===== src/rtl/assert_macros.svh =====
// Assertion helpers: clocked on the block clock, disabled during reset.
`ifndef ASSERT_MACROS_SVH
`define ASSERT_MACROS_SVH

// Check an implication property at each rising clock edge outside reset.
`define ASSERT_CLKD(label, clk, rstn, prop, msg) \
    label: assert property (@(posedge clk) disable iff (!(rstn)) (prop)) else $error(msg);

// Check that a condition holds at each rising clock edge outside reset.
`define ASSERT_ALWAYS(label, clk, rstn, cond, msg) \
    label: assert property (@(posedge clk) disable iff (!(rstn)) (cond)) else $error(msg);

`endif


===== src/rtl/mm3_pkg.sv =====
`default_nettype none

package mm3_pkg;

    localparam logic [31:0] MIX_C1  = 32'hcc9e2d51;
    localparam logic [31:0] MIX_C2  = 32'h1b873593;
    localparam logic [31:0] MIX_ADD = 32'he6546b64;
    localparam logic [31:0] MIX_M5  = 32'd5;
    localparam logic [31:0] FIN_M1  = 32'h85ebca6b;
    localparam logic [31:0] FIN_M2  = 32'hc2b2ae35;

    function automatic logic [31:0] rotl15(input logic [31:0] v);
        return {v[16:0], v[31:17]};
    endfunction

    function automatic logic [31:0] rotl13(input logic [31:0] v);
        return {v[18:0], v[31:19]};
    endfunction

endpackage

`default_nettype wire


===== src/rtl/murmur3_x86_32_hash_stream.sv =====
// MurmurHash3 x86_32 over a byte stream, seeded by a configuration register.
// Input channel s_*: one request per message byte. s_tdata carries the byte,
// s_tuser says whether the byte belongs to the message (0 marks an empty
// request), s_tlast closes the message. Output channel m_*: one 32-bit hash
// per message, sent after the request marked last.
// cfg_*: writes the seed; it is sampled when the next message starts.
// Sequencing: all multiplies run through a single 32x32 multiplier under a
// small sequencer. A byte that does not complete a 4-byte block is absorbed
// in the idle state; a byte that completes a block passes KMUL1, KMUL2 and HMIX
// (three multiplies). On the last request, tail bytes pass KMUL1 and KMUL2,
// a completed block also passes HMIX, then the final mix runs in FIN1 and FIN2.
// s_tready is low while the sequencer is busy.
// The result sits in an output register; new bytes keep being accepted while
// it waits, and the sequencer holds only when a second hash is ready before
// the first one is taken.
// Reset (aresetn low, synchronous) clears the seed to zero, drops any message
// in progress and empties the output register.
`default_nettype none

module murmur3_x86_32_hash_stream
    import mm3_pkg::*;
(
    input  wire logic        aclk,
    input  wire logic        aresetn,
    input  wire logic        cfg_valid,
    output logic             cfg_ready,
    input  wire logic [31:0] cfg_data,    // seed_value
    input  wire logic        s_tvalid,
    output logic             s_tready,
    input  wire logic [7:0]  s_tdata,     // [7:0] data_byte
    input  wire logic        s_tuser,     // [0] byte_present
    input  wire logic        s_tlast,     // last_item
    output logic             m_tvalid,
    input  wire logic        m_tready,
    output logic [31:0]      m_tdata      // [31:0] hash_value
);

    typedef enum logic [2:0] {
        ST_IDLE,
        ST_KMUL1,
        ST_KMUL2,
        ST_HMIX,
        ST_FIN1,
        ST_FIN2
    } state_t;

    state_t      state_reg, state_next;
    logic [31:0] seed_reg;
    logic [31:0] acc_reg, acc_next;
    logic [31:0] work_reg, work_next;
    logic [23:0] part_reg, part_next;
    logic [1:0]  pos_reg, pos_next;
    logic [31:0] len_reg, len_next;
    logic        active_reg, active_next;
    logic        last_reg, last_next;
    logic        tail_reg, tail_next;
    logic [31:0] out_reg, out_next;
    logic        out_valid_reg, out_valid_next;

    logic        s_accept;
    logic        out_blocked;
    logic [31:0] mul_a, mul_b, prod;
    logic [31:0] acc_base, len_base;
    logic [23:0] part_base;
    logic [1:0]  pos_base;
    logic [31:0] fin_in;

    assign cfg_ready   = 1'b1;
    assign s_tready    = (state_reg == ST_IDLE);
    assign s_accept    = s_tvalid && s_tready;
    assign m_tvalid    = out_valid_reg;
    assign m_tdata     = out_reg;
    assign out_blocked = out_valid_reg && !m_tready;

    assign acc_base  = active_reg ? acc_reg  : seed_reg;
    assign len_base  = active_reg ? len_reg  : 32'd0;
    assign part_base = active_reg ? part_reg : 24'd0;
    assign pos_base  = active_reg ? pos_reg  : 2'd0;
    assign fin_in    = acc_reg ^ len_reg ^ (tail_reg ? work_reg : 32'd0);

    always_comb begin
        unique case (state_reg)
            ST_KMUL1: begin
                mul_a = work_reg;
                mul_b = MIX_C1;
            end
            ST_KMUL2: begin
                mul_a = work_reg;
                mul_b = MIX_C2;
            end
            ST_HMIX: begin
                mul_a = rotl13(acc_reg ^ work_reg);
                mul_b = MIX_M5;
            end
            ST_FIN1: begin
                mul_a = fin_in ^ {16'd0, fin_in[31:16]};
                mul_b = FIN_M1;
            end
            ST_FIN2: begin
                mul_a = work_reg ^ {13'd0, work_reg[31:13]};
                mul_b = FIN_M2;
            end
            default: begin
                mul_a = work_reg;
                mul_b = MIX_M5;
            end
        endcase
    end

    assign prod = mul_a * mul_b;

    always_comb begin
        state_next     = state_reg;
        acc_next       = acc_reg;
        work_next      = work_reg;
        part_next      = part_reg;
        pos_next       = pos_reg;
        len_next       = len_reg;
        active_next    = active_reg;
        last_next      = last_reg;
        tail_next      = tail_reg;
        out_next       = out_reg;
        out_valid_next = out_valid_reg && !m_tready;

        unique case (state_reg)
            ST_IDLE: begin
                if (s_accept) begin
                    acc_next    = acc_base;
                    len_next    = len_base;
                    part_next   = part_base;
                    pos_next    = pos_base;
                    active_next = !s_tlast;
                    last_next   = s_tlast;
                    tail_next   = 1'b0;
                    if (s_tuser) begin
                        len_next = len_base + 32'd1;
                        case (pos_base)
                            2'd0: part_next = {16'd0, s_tdata};
                            2'd1: part_next = {8'd0, s_tdata, part_base[7:0]};
                            2'd2: part_next = {s_tdata, part_base[15:0]};
                            default: part_next = 24'd0;
                        endcase
                        pos_next = pos_base + 2'd1;
                    end
                    if (s_tuser && pos_base == 2'd3) begin
                        work_next  = {s_tdata, part_base};
                        state_next = ST_KMUL1;
                    end else if (s_tlast) begin
                        if (pos_next != 2'd0) begin
                            work_next  = {8'd0, part_next};
                            tail_next  = 1'b1;
                            state_next = ST_KMUL1;
                        end else begin
                            state_next = ST_FIN1;
                        end
                    end
                end
            end
            ST_KMUL1: begin
                work_next  = rotl15(prod);
                state_next = ST_KMUL2;
            end
            ST_KMUL2: begin
                work_next  = prod;
                state_next = tail_reg ? ST_FIN1 : ST_HMIX;
            end
            ST_HMIX: begin
                acc_next   = prod + MIX_ADD;
                state_next = last_reg ? ST_FIN1 : ST_IDLE;
            end
            ST_FIN1: begin
                work_next  = prod;
                state_next = ST_FIN2;
            end
            ST_FIN2: begin
                if (!out_blocked) begin
                    out_next       = prod ^ {16'd0, prod[31:16]};
                    out_valid_next = 1'b1;
                    state_next     = ST_IDLE;
                end
            end
            default: state_next = ST_IDLE;
        endcase
    end

    always_ff @(posedge aclk) begin
        if (!aresetn) begin
            state_reg     <= ST_IDLE;
            seed_reg      <= 32'd0;
            active_reg    <= 1'b0;
            last_reg      <= 1'b0;
            tail_reg      <= 1'b0;
            pos_reg       <= 2'd0;
            part_reg      <= 24'd0;
            len_reg       <= 32'd0;
            acc_reg       <= 32'd0;
            out_valid_reg <= 1'b0;
        end else begin
            state_reg     <= state_next;
            if (cfg_valid && cfg_ready) begin
                seed_reg <= cfg_data;
            end
            active_reg    <= active_next;
            last_reg      <= last_next;
            tail_reg      <= tail_next;
            pos_reg       <= pos_next;
            part_reg      <= part_next;
            len_reg       <= len_next;
            acc_reg       <= acc_next;
            out_valid_reg <= out_valid_next;
        end
    end

    always_ff @(posedge aclk) begin
        work_reg <= work_next;
        out_reg  <= out_next;
    end

`include "assert_macros.svh"

    `ASSERT_ALWAYS(a_no_tail_in_block_mix, aclk, aresetn,
        !(state_reg == ST_HMIX && tail_reg), "tail scramble routed into block mix")
    `ASSERT_CLKD(a_last_ends_message, aclk, aresetn,
        s_accept && s_tlast |=> !active_reg, "message still open after last request")
    `ASSERT_CLKD(a_full_block_mixes, aclk, aresetn,
        s_accept && s_tuser && pos_base == 2'd3 |=> state_reg == ST_KMUL1,
        "completed block not sent to mixer")
    `ASSERT_CLKD(a_fin_delivers, aclk, aresetn,
        state_reg == ST_FIN2 && !out_blocked |=> m_tvalid && state_reg == ST_IDLE,
        "finished hash not delivered")

endmodule

`default_nettype wire


===== config.mk =====
export PLATFORM = sky130hd
export DESIGN_NAME = murmur3_x86_32_hash_stream
export DESIGN_NICKNAME = d
export VERILOG_FILES = /design/src/rtl/mm3_pkg.sv /design/src/rtl/murmur3_x86_32_hash_stream.sv
export VERILOG_INCLUDE_DIRS = /design/src /design/src/rtl
export SDC_FILE = /design/constraint.sdc
export NUM_CORES = 2
export LEC_CHECK = 0
export ABC_AREA = 1
export BUFFER_PORTS_ARGS = -buffer_cell sky130_fd_sc_hd__clkbuf_2
export CAP_MARGIN = 20
export CORE_MARGIN = 2
export CORE_UTILIZATION = 62
export DETAILED_ROUTE_END_ITERATION = 7
export PLACE_DENSITY = 0.8
export SYNTH_ARGS = -nofsm -noshare
export SYNTH_HDL_FRONTEND = slang
export SYNTH_SLANG_ARGS = --single-unit

===== constraint.sdc =====
create_clock -name aclk -period 12.7 [get_ports aclk]
set_input_delay 1.905 -clock aclk [delete_from_list [all_inputs] [get_ports aclk]]
set_output_delay 1.905 -clock aclk [all_outputs]
set_load 0.05 [all_outputs]

After elaboration in Yosys (flattened, before gate mapping)

Cells that the tools add are included.

Bits in registers: 193
Input bits: 47
Output and inout bits: 35
Word-level logic and storage cells: 84

Add/sub/neg operators: 3
$mul: 1
Equality and inequality tests: 13
Muxes and demuxes: 32
Bitwise operators: 7
Reductions and logical operators: 16

Operator list:

| operator               | number |
|---|---|
| $mux 32                | 9 |
| $pmux 32 s3            | 2 |
| $pmux 32 s4            | 1 |
| $xor 32x32->32         | 3 |
| $pmux 24 s3            | 1 |
| $pmux 32 s2            | 1 |
| $xor 32x16->32         | 2 |
| $mux 24                | 2 |
| $add 32x1->32 const B  | 1 |
| $add 32x32->32 const B | 1 |
| $mul 32x32->32         | 1 |
| $xor 32x19->32         | 1 |
| $mux 3                 | 7 |
| $pmux 3 s6             | 1 |
| $mux 2                 | 4 |
| $eq 3x2->1 const B     | 2 |
| $eq 3x3->1 const B     | 2 |
| $ne 3x1->1 const B     | 2 |
| $reduce_and 3->1       | 2 |
| $eq 2x2->1 const B     | 2 |
| $mux 1                 | 4 |
| $ne 2x2->1 const B     | 2 |
| $reduce_and 2->1       | 2 |
| $reduce_and 4->1       | 1 |
| 12 further kinds       | 16 |

Logic depth before layout (Yosys ltp)

Depth after elaboration: 11
Gate-level depth with buffers: 53
Depth with buffers taken out: 53

Worst setup path before layout

No wires, ideal clock.

Path kind: reg2reg
Start point: register state_reg[1]
End point: register acc_reg[30]
Library setup time: 0.070 ns
Arrival time: 8.445 ns
Required time: 12.630 ns
Path slack: 4.185 ns
Cell stages (with the launch flop): 45
Path buffers: 3
Period minus slack after synthesis: 8.515 ns
Cells stage by stage: dfxtp_1 buf_6 nor2_1 nand2_2 inv_2 buf_6 buf_2 nand3_1 nand2_1 inv_1 nand3_1 o21ai_0 inv_1 nand2_1 fa_1 inv_1 fa_1 fa_1 (+9 left out) ha_1 a21oi_1 o21ai_1 a21oi_1 nand3_1 nand3_1 nand2_1 xnor2_2 nand2_1 nor2_1 inv_1 nor3_1 nand3_1 nand3_1 nand2_1 nand3_1 nand2_1 a21oi_1

Word-level cells in the longest chain between the ends: 5
Elaborated cells on any way between the ends: 16
Classes of those cells: 1 x add/sub; 1 x mul; 7 x eq/ne; 3 x mux; 4 x reduce/logical

Ends and longest elaborated chain:

| what                                       | RTL line                          | source |
|---|---|---|
| start, declared                            | murmur3_x86_32_hash_stream.sv:47  | `state_t state_reg, state_next;` |
| start signal, assigned                     | murmur3_x86_32_hash_stream.sv:199 | `state_reg <= state_next;` |
| $eq 3x3->1, or another cell as far along   | murmur3_x86_32_hash_stream.sv:82  | `unique case (state_reg)` |
| $pmux 32 s4 or $pmux 32 s3 (tied branches) | murmur3_x86_32_hash_stream.sv:82  |  |
| $mul 32x32->32                             | murmur3_x86_32_hash_stream.sv:110 | `assign prod = mul_a * mul_b;` |
| $add 32x32->32                             | murmur3_x86_32_hash_stream.sv:168 | `acc_next = prod + MIX_ADD;` |
| $pmux 32 s2                                | murmur3_x86_32_hash_stream.sv:125 | `unique case (state_reg)` |
| end signal, assigned                       | murmur3_x86_32_hash_stream.sv:209 | `acc_reg <= acc_next;` |
| end, declared                              | murmur3_x86_32_hash_stream.sv:49  | `logic [31:0] acc_reg, acc_next;` |

Parallel ways exist; a longest one is shown, timed or not.
A chain may end at the register's enable or synchronous reset.

Final worst setup path

Start point: register state_reg[0]
End point: register acc_reg[31]

Word-level cells in the longest chain between the ends: 5
Elaborated cells on any way between the ends: 16
Classes of those cells: 1 x add/sub; 1 x mul; 7 x eq/ne; 3 x mux; 4 x reduce/logical

Ends and longest elaborated chain:

| what                                       | RTL line                          | source |
|---|---|---|
| $eq 3x3->1, or another cell as far along   | murmur3_x86_32_hash_stream.sv:82  |  |
| $pmux 32 s4 or $pmux 32 s3 (tied branches) | murmur3_x86_32_hash_stream.sv:82  |  |
| $mul 32x32->32 (*)                         | murmur3_x86_32_hash_stream.sv:110 |  |
| via prod[24]                               | murmur3_x86_32_hash_stream.sv:62  | `logic [31:0] mul_a, mul_b, prod;` |
| $add 32x32->32 (*)                         | murmur3_x86_32_hash_stream.sv:168 |  |
| $pmux 32 s2 (*)                            | murmur3_x86_32_hash_stream.sv:125 |  |

The timed path passes the listed nets; every way through them passes the cells marked *.

==> results <==
- After layout, the worst setup slack is 1.74 ns.
- In this run the register-to-register setup slack is 1.74 ns.
- The number of buffers added by the clock tree synthesis step is 17.
- In this run the horizontal extent of the chip is 215 um.
- The average vias per placed instance is 5.91.
- The DRC violation count after routing is 0.
- Global routing consumed, over all layers together, 45.1% of the routing resources.
- Measured against its own limit, the worst slew margin works out to 18.6%.
- In the final layout, the multi-input gates occupy 0.0195 mm2.
- The combined area of all synthesized cells is 0.0277 mm2.
- Hold repair after CTS inserted 0 buffers.
- The number of synthesized register bits is 193.
- The summed negative setup slack over all endpoints is 0 ns.
- The post-placement worst setup slack is 2.04 ns.
- The count of cell types in the netlist is 56.
- For the pin with the worst max-slew slack, the measured transition is 1.21 ns.
- The worst register-to-register path has a depth of 42.
- The dominant cell type by area after synthesis is sky130_fd_sc_hd__fa_1.
- The residual antenna-violating net count after detailed routing is 0.
- In the final routed layout, each cell accounts on average for 23.6 um.
- The largest single stage delay on the critical path is 0.62 ns.
- The count of fill cells added during filler insertion is 4,059.
- The most frequent standard cell in the layout excluding fill and tap cells is sky130_fd_sc_hd__nand2_1.
- The count of maximum capacitance violations is 0.
- The height of the die is 215 um.
- STA classifies the critical path startpoint as a flop.
- In this run the worst setup path terminates at acc_reg[31].
- Setup violations remaining at the end of the flow were counted as 0.
- The area added between synthesis and finish is 5.51%.
- The number of buffers inserted by port buffering is 80.
- The top cell types in the final layout, fill and taps aside, are sky130_fd_sc_hd__nand2_1 (903), sky130_fd_sc_hd__inv_1 (853), sky130_fd_sc_hd__fa_1 (392), sky130_fd_sc_hd__nor2_1 (251), sky130_fd_sc_hd__nand3_1 (241).
- The storage element area is 0.00451 mm2.
- The count of endpoints failing hold in the final timing report is 0.
- The maximum root-to-sink buffer count is 2.
- Final hold analysis gives a worst-case slack of 0.468 ns.
- The kind of path behind the tightest hold check is reg2reg.
- The number of synthesis warnings is 0.
- In this run the worst path has a maximum fanout of 20.
- The fraction of synthesized cell area taken by the top area cell type is 28.4%.
- The via count is 25,900.
- The number of detailed-route iterations in the first pass is 8.
- The number of sinks handled by clock tree synthesis is 193.
- The starting utilization of the core area is 62.7%.
- The initial antenna violation count is 1.
- The global-route wire length before repair is 154,000 um.
- Counting stages on the worst path, the most repeated cell is sky130_fd_sc_hd__inv_1.
- 82 I/O pins were placed.
- Summed over all nets, the half-perimeter wirelength after detailed placement is 87,400 um.
- In this run, post-CTS repair resized a total of 0 instances.
- The run finished with clean final reports.
- The largest clock skew in the final design is 0.0117 ns.
- The routed design has 103,000 um of wire.
- The clock reaches the later pin of the worst-skew pair after 0.46 ns.
- In the final layout, the share of cells above drive strength 1 is 6.20%.
- Clock-pin slew was measured on the worst setup and hold paths at 0.08 ns.
- The number of rows created at floorplan is 77.
- After floorplanning, the core was sized to cover 0.0441 mm2.
- Setup repair after global routing left no endpoint under its margin.
- Global routing finished with a remaining overflow of 0.
- The average cell area after synthesis is 7.36 um2.
- The most critical setup path has its startpoint at state_reg[0].
- For the worst setup path, the data required time is 13.07 ns.
- The type of the worst setup path is reg2reg.
- At the end of the flow, the number of nets in the layout was 4,360.
- On the critical path, the stage with the largest delay is an instance of sky130_fd_sc_hd__nand2_1.
- The minimum clock period after layout is 10.96 ns.
- The post-route fraction of the period consumed by the critical path is 86.3%.
- Routability-driven placement finished with a final weighted congestion of 1.12.
- The max-slew violation total from the final report is 0.
- Static timing analysis puts the maximum clock frequency at 91.3 MHz.
- The number of instances in the synthesized netlist is 3,758.
- STA classifies the critical path endpoint as a flop.
- In this run the critical register-to-register path is captured at acc_reg[31].
- The clock tree from TritonCTS is done.
- The level count of the clock H-tree is 4.
- The count of routing violations after the opening detailed-route iteration is 3,500.
- The data arrival time of the critical path is 11.33 ns.
- The number of setup buffers added after CTS is 0.
- Sequential elements use 16.3% of the synthesized area.
- The cell sitting at the root of the clock tree is a sky130_fd_sc_hd__clkbuf_16.
- Synthesis produced a netlist with a net count of 4,340.
- Yosys attributes the largest share of cell area to sky130_fd_sc_hd__fa_1 (28%), sky130_fd_sc_hd__nand2_1 (12%), sky130_fd_sc_hd__inv_1 (12%).
- The number of global-route vias before repair was 24,900.
- The pin count of the biggest net entering global routing is 86.
- The worst register-to-register path begins at state_reg[0].
- The floorplan step defined a die boundary enclosing 0.0463 mm2.
cell usage after synthesis (all sizes together):
cell type,number
nand2,918
inv,871
fa,392
nor2,263
nand3,251
o21ai,149
a21oi,144
ha,143
dfxtp,129
clkbuf,67
edfxtp,64
xor2,48
nor3,37
buf,35
a31oi,29
nand4,28
xnor2,28
o221ai,26
o211ai,25
o22ai,22
or2,20
nand3b,10
clkinv,9
nor4,9
a22oi,7
o21bai,6
a211oi,5
a32oi,5
o21a,5
a21boi,3
a21o,2
a221oi,2
a31o,1
conb,1
nor3b,1
o2111a,1
o31ai,1
xnor3,1
worst min path at each step:
stage               slack (ns)           end    startpoint  cells after the start
CTS                       0.47    pos_reg[1]    pos_reg[1]                      2
global route              0.50  seed_reg[11]  seed_reg[11]                      2
global placement          0.44  seed_reg[15]  seed_reg[15]                      2
detailed placement        0.46  seed_reg[11]  seed_reg[11]                      2
floorplan                 0.43  seed_reg[31]  seed_reg[31]                      2
finish                    0.47  seed_reg[11]  seed_reg[11]                      2
metal layers:
layer / vias to the layer above / global-route usage [%] / wire, um / share of wire [%]
met2: 1721 / 68.0 / 44300 / 43
met1: 12200 / 56.9 / 37200 / 36
met5: - / 0 / 0 / 0
met3: 402 / 9.29 / 11800 / 11
li1: 11600 / - / - / -
met4: 0 / 34.9 / 10100 / 9.7
cell type report:
cell class                 instances  share of cell area (%)
multi-input combinational       2583                    66.7
sequential                       193                    15.4
inverter                         880                    11.3
tap                              592                    2.54
timing repair buffer             103                    2.06
clock buffer                      18                    1.54
clock inverter                    14                   0.412
antenna                            1                 0.00857
cells by family (layout without fill, tap and decap cells):
group                    Yosys count  in the layout  share of synthesized area [%]
AND/OR/NAND/NOR                 1537           1537                           23.4
buffers and inverters            982           1015                           13.5
adder cells (fa/ha/maj)          535            535                           34.8
AO/OA/AOI/OAI                    433            433                           9.21
flip-flops                       193            193                           16.3
XOR/XNOR                          77             77                           2.79
other                              1              2                         0.0136
stage by stage:
step,std cells,area (um2),util [%]
after floorplan,3758,27700,-
after global placement,4348,28600,64.7
after detailed placement,4349,28600,64.7
after CTS,4381,29100,66.0
after global routing,4383,29200,66.1
final,4384,29200,66.1
worst max-delay path: cells and delay by family, from the launching register on:
kind	cells	cell delay [ns]
xor gates and xnor gates	1	0.53
AOI/OAI and AO/OA	3	0.64
DFF	1	0.40
and+or+nand+nor	18	3.23
buffers and inverters	11	1.57
adders and majority gates	9	4.49
Power is left out: the tool's default activity adds up to more than one toggle a clock period on the data nets, which glitch-free logic cannot reach.
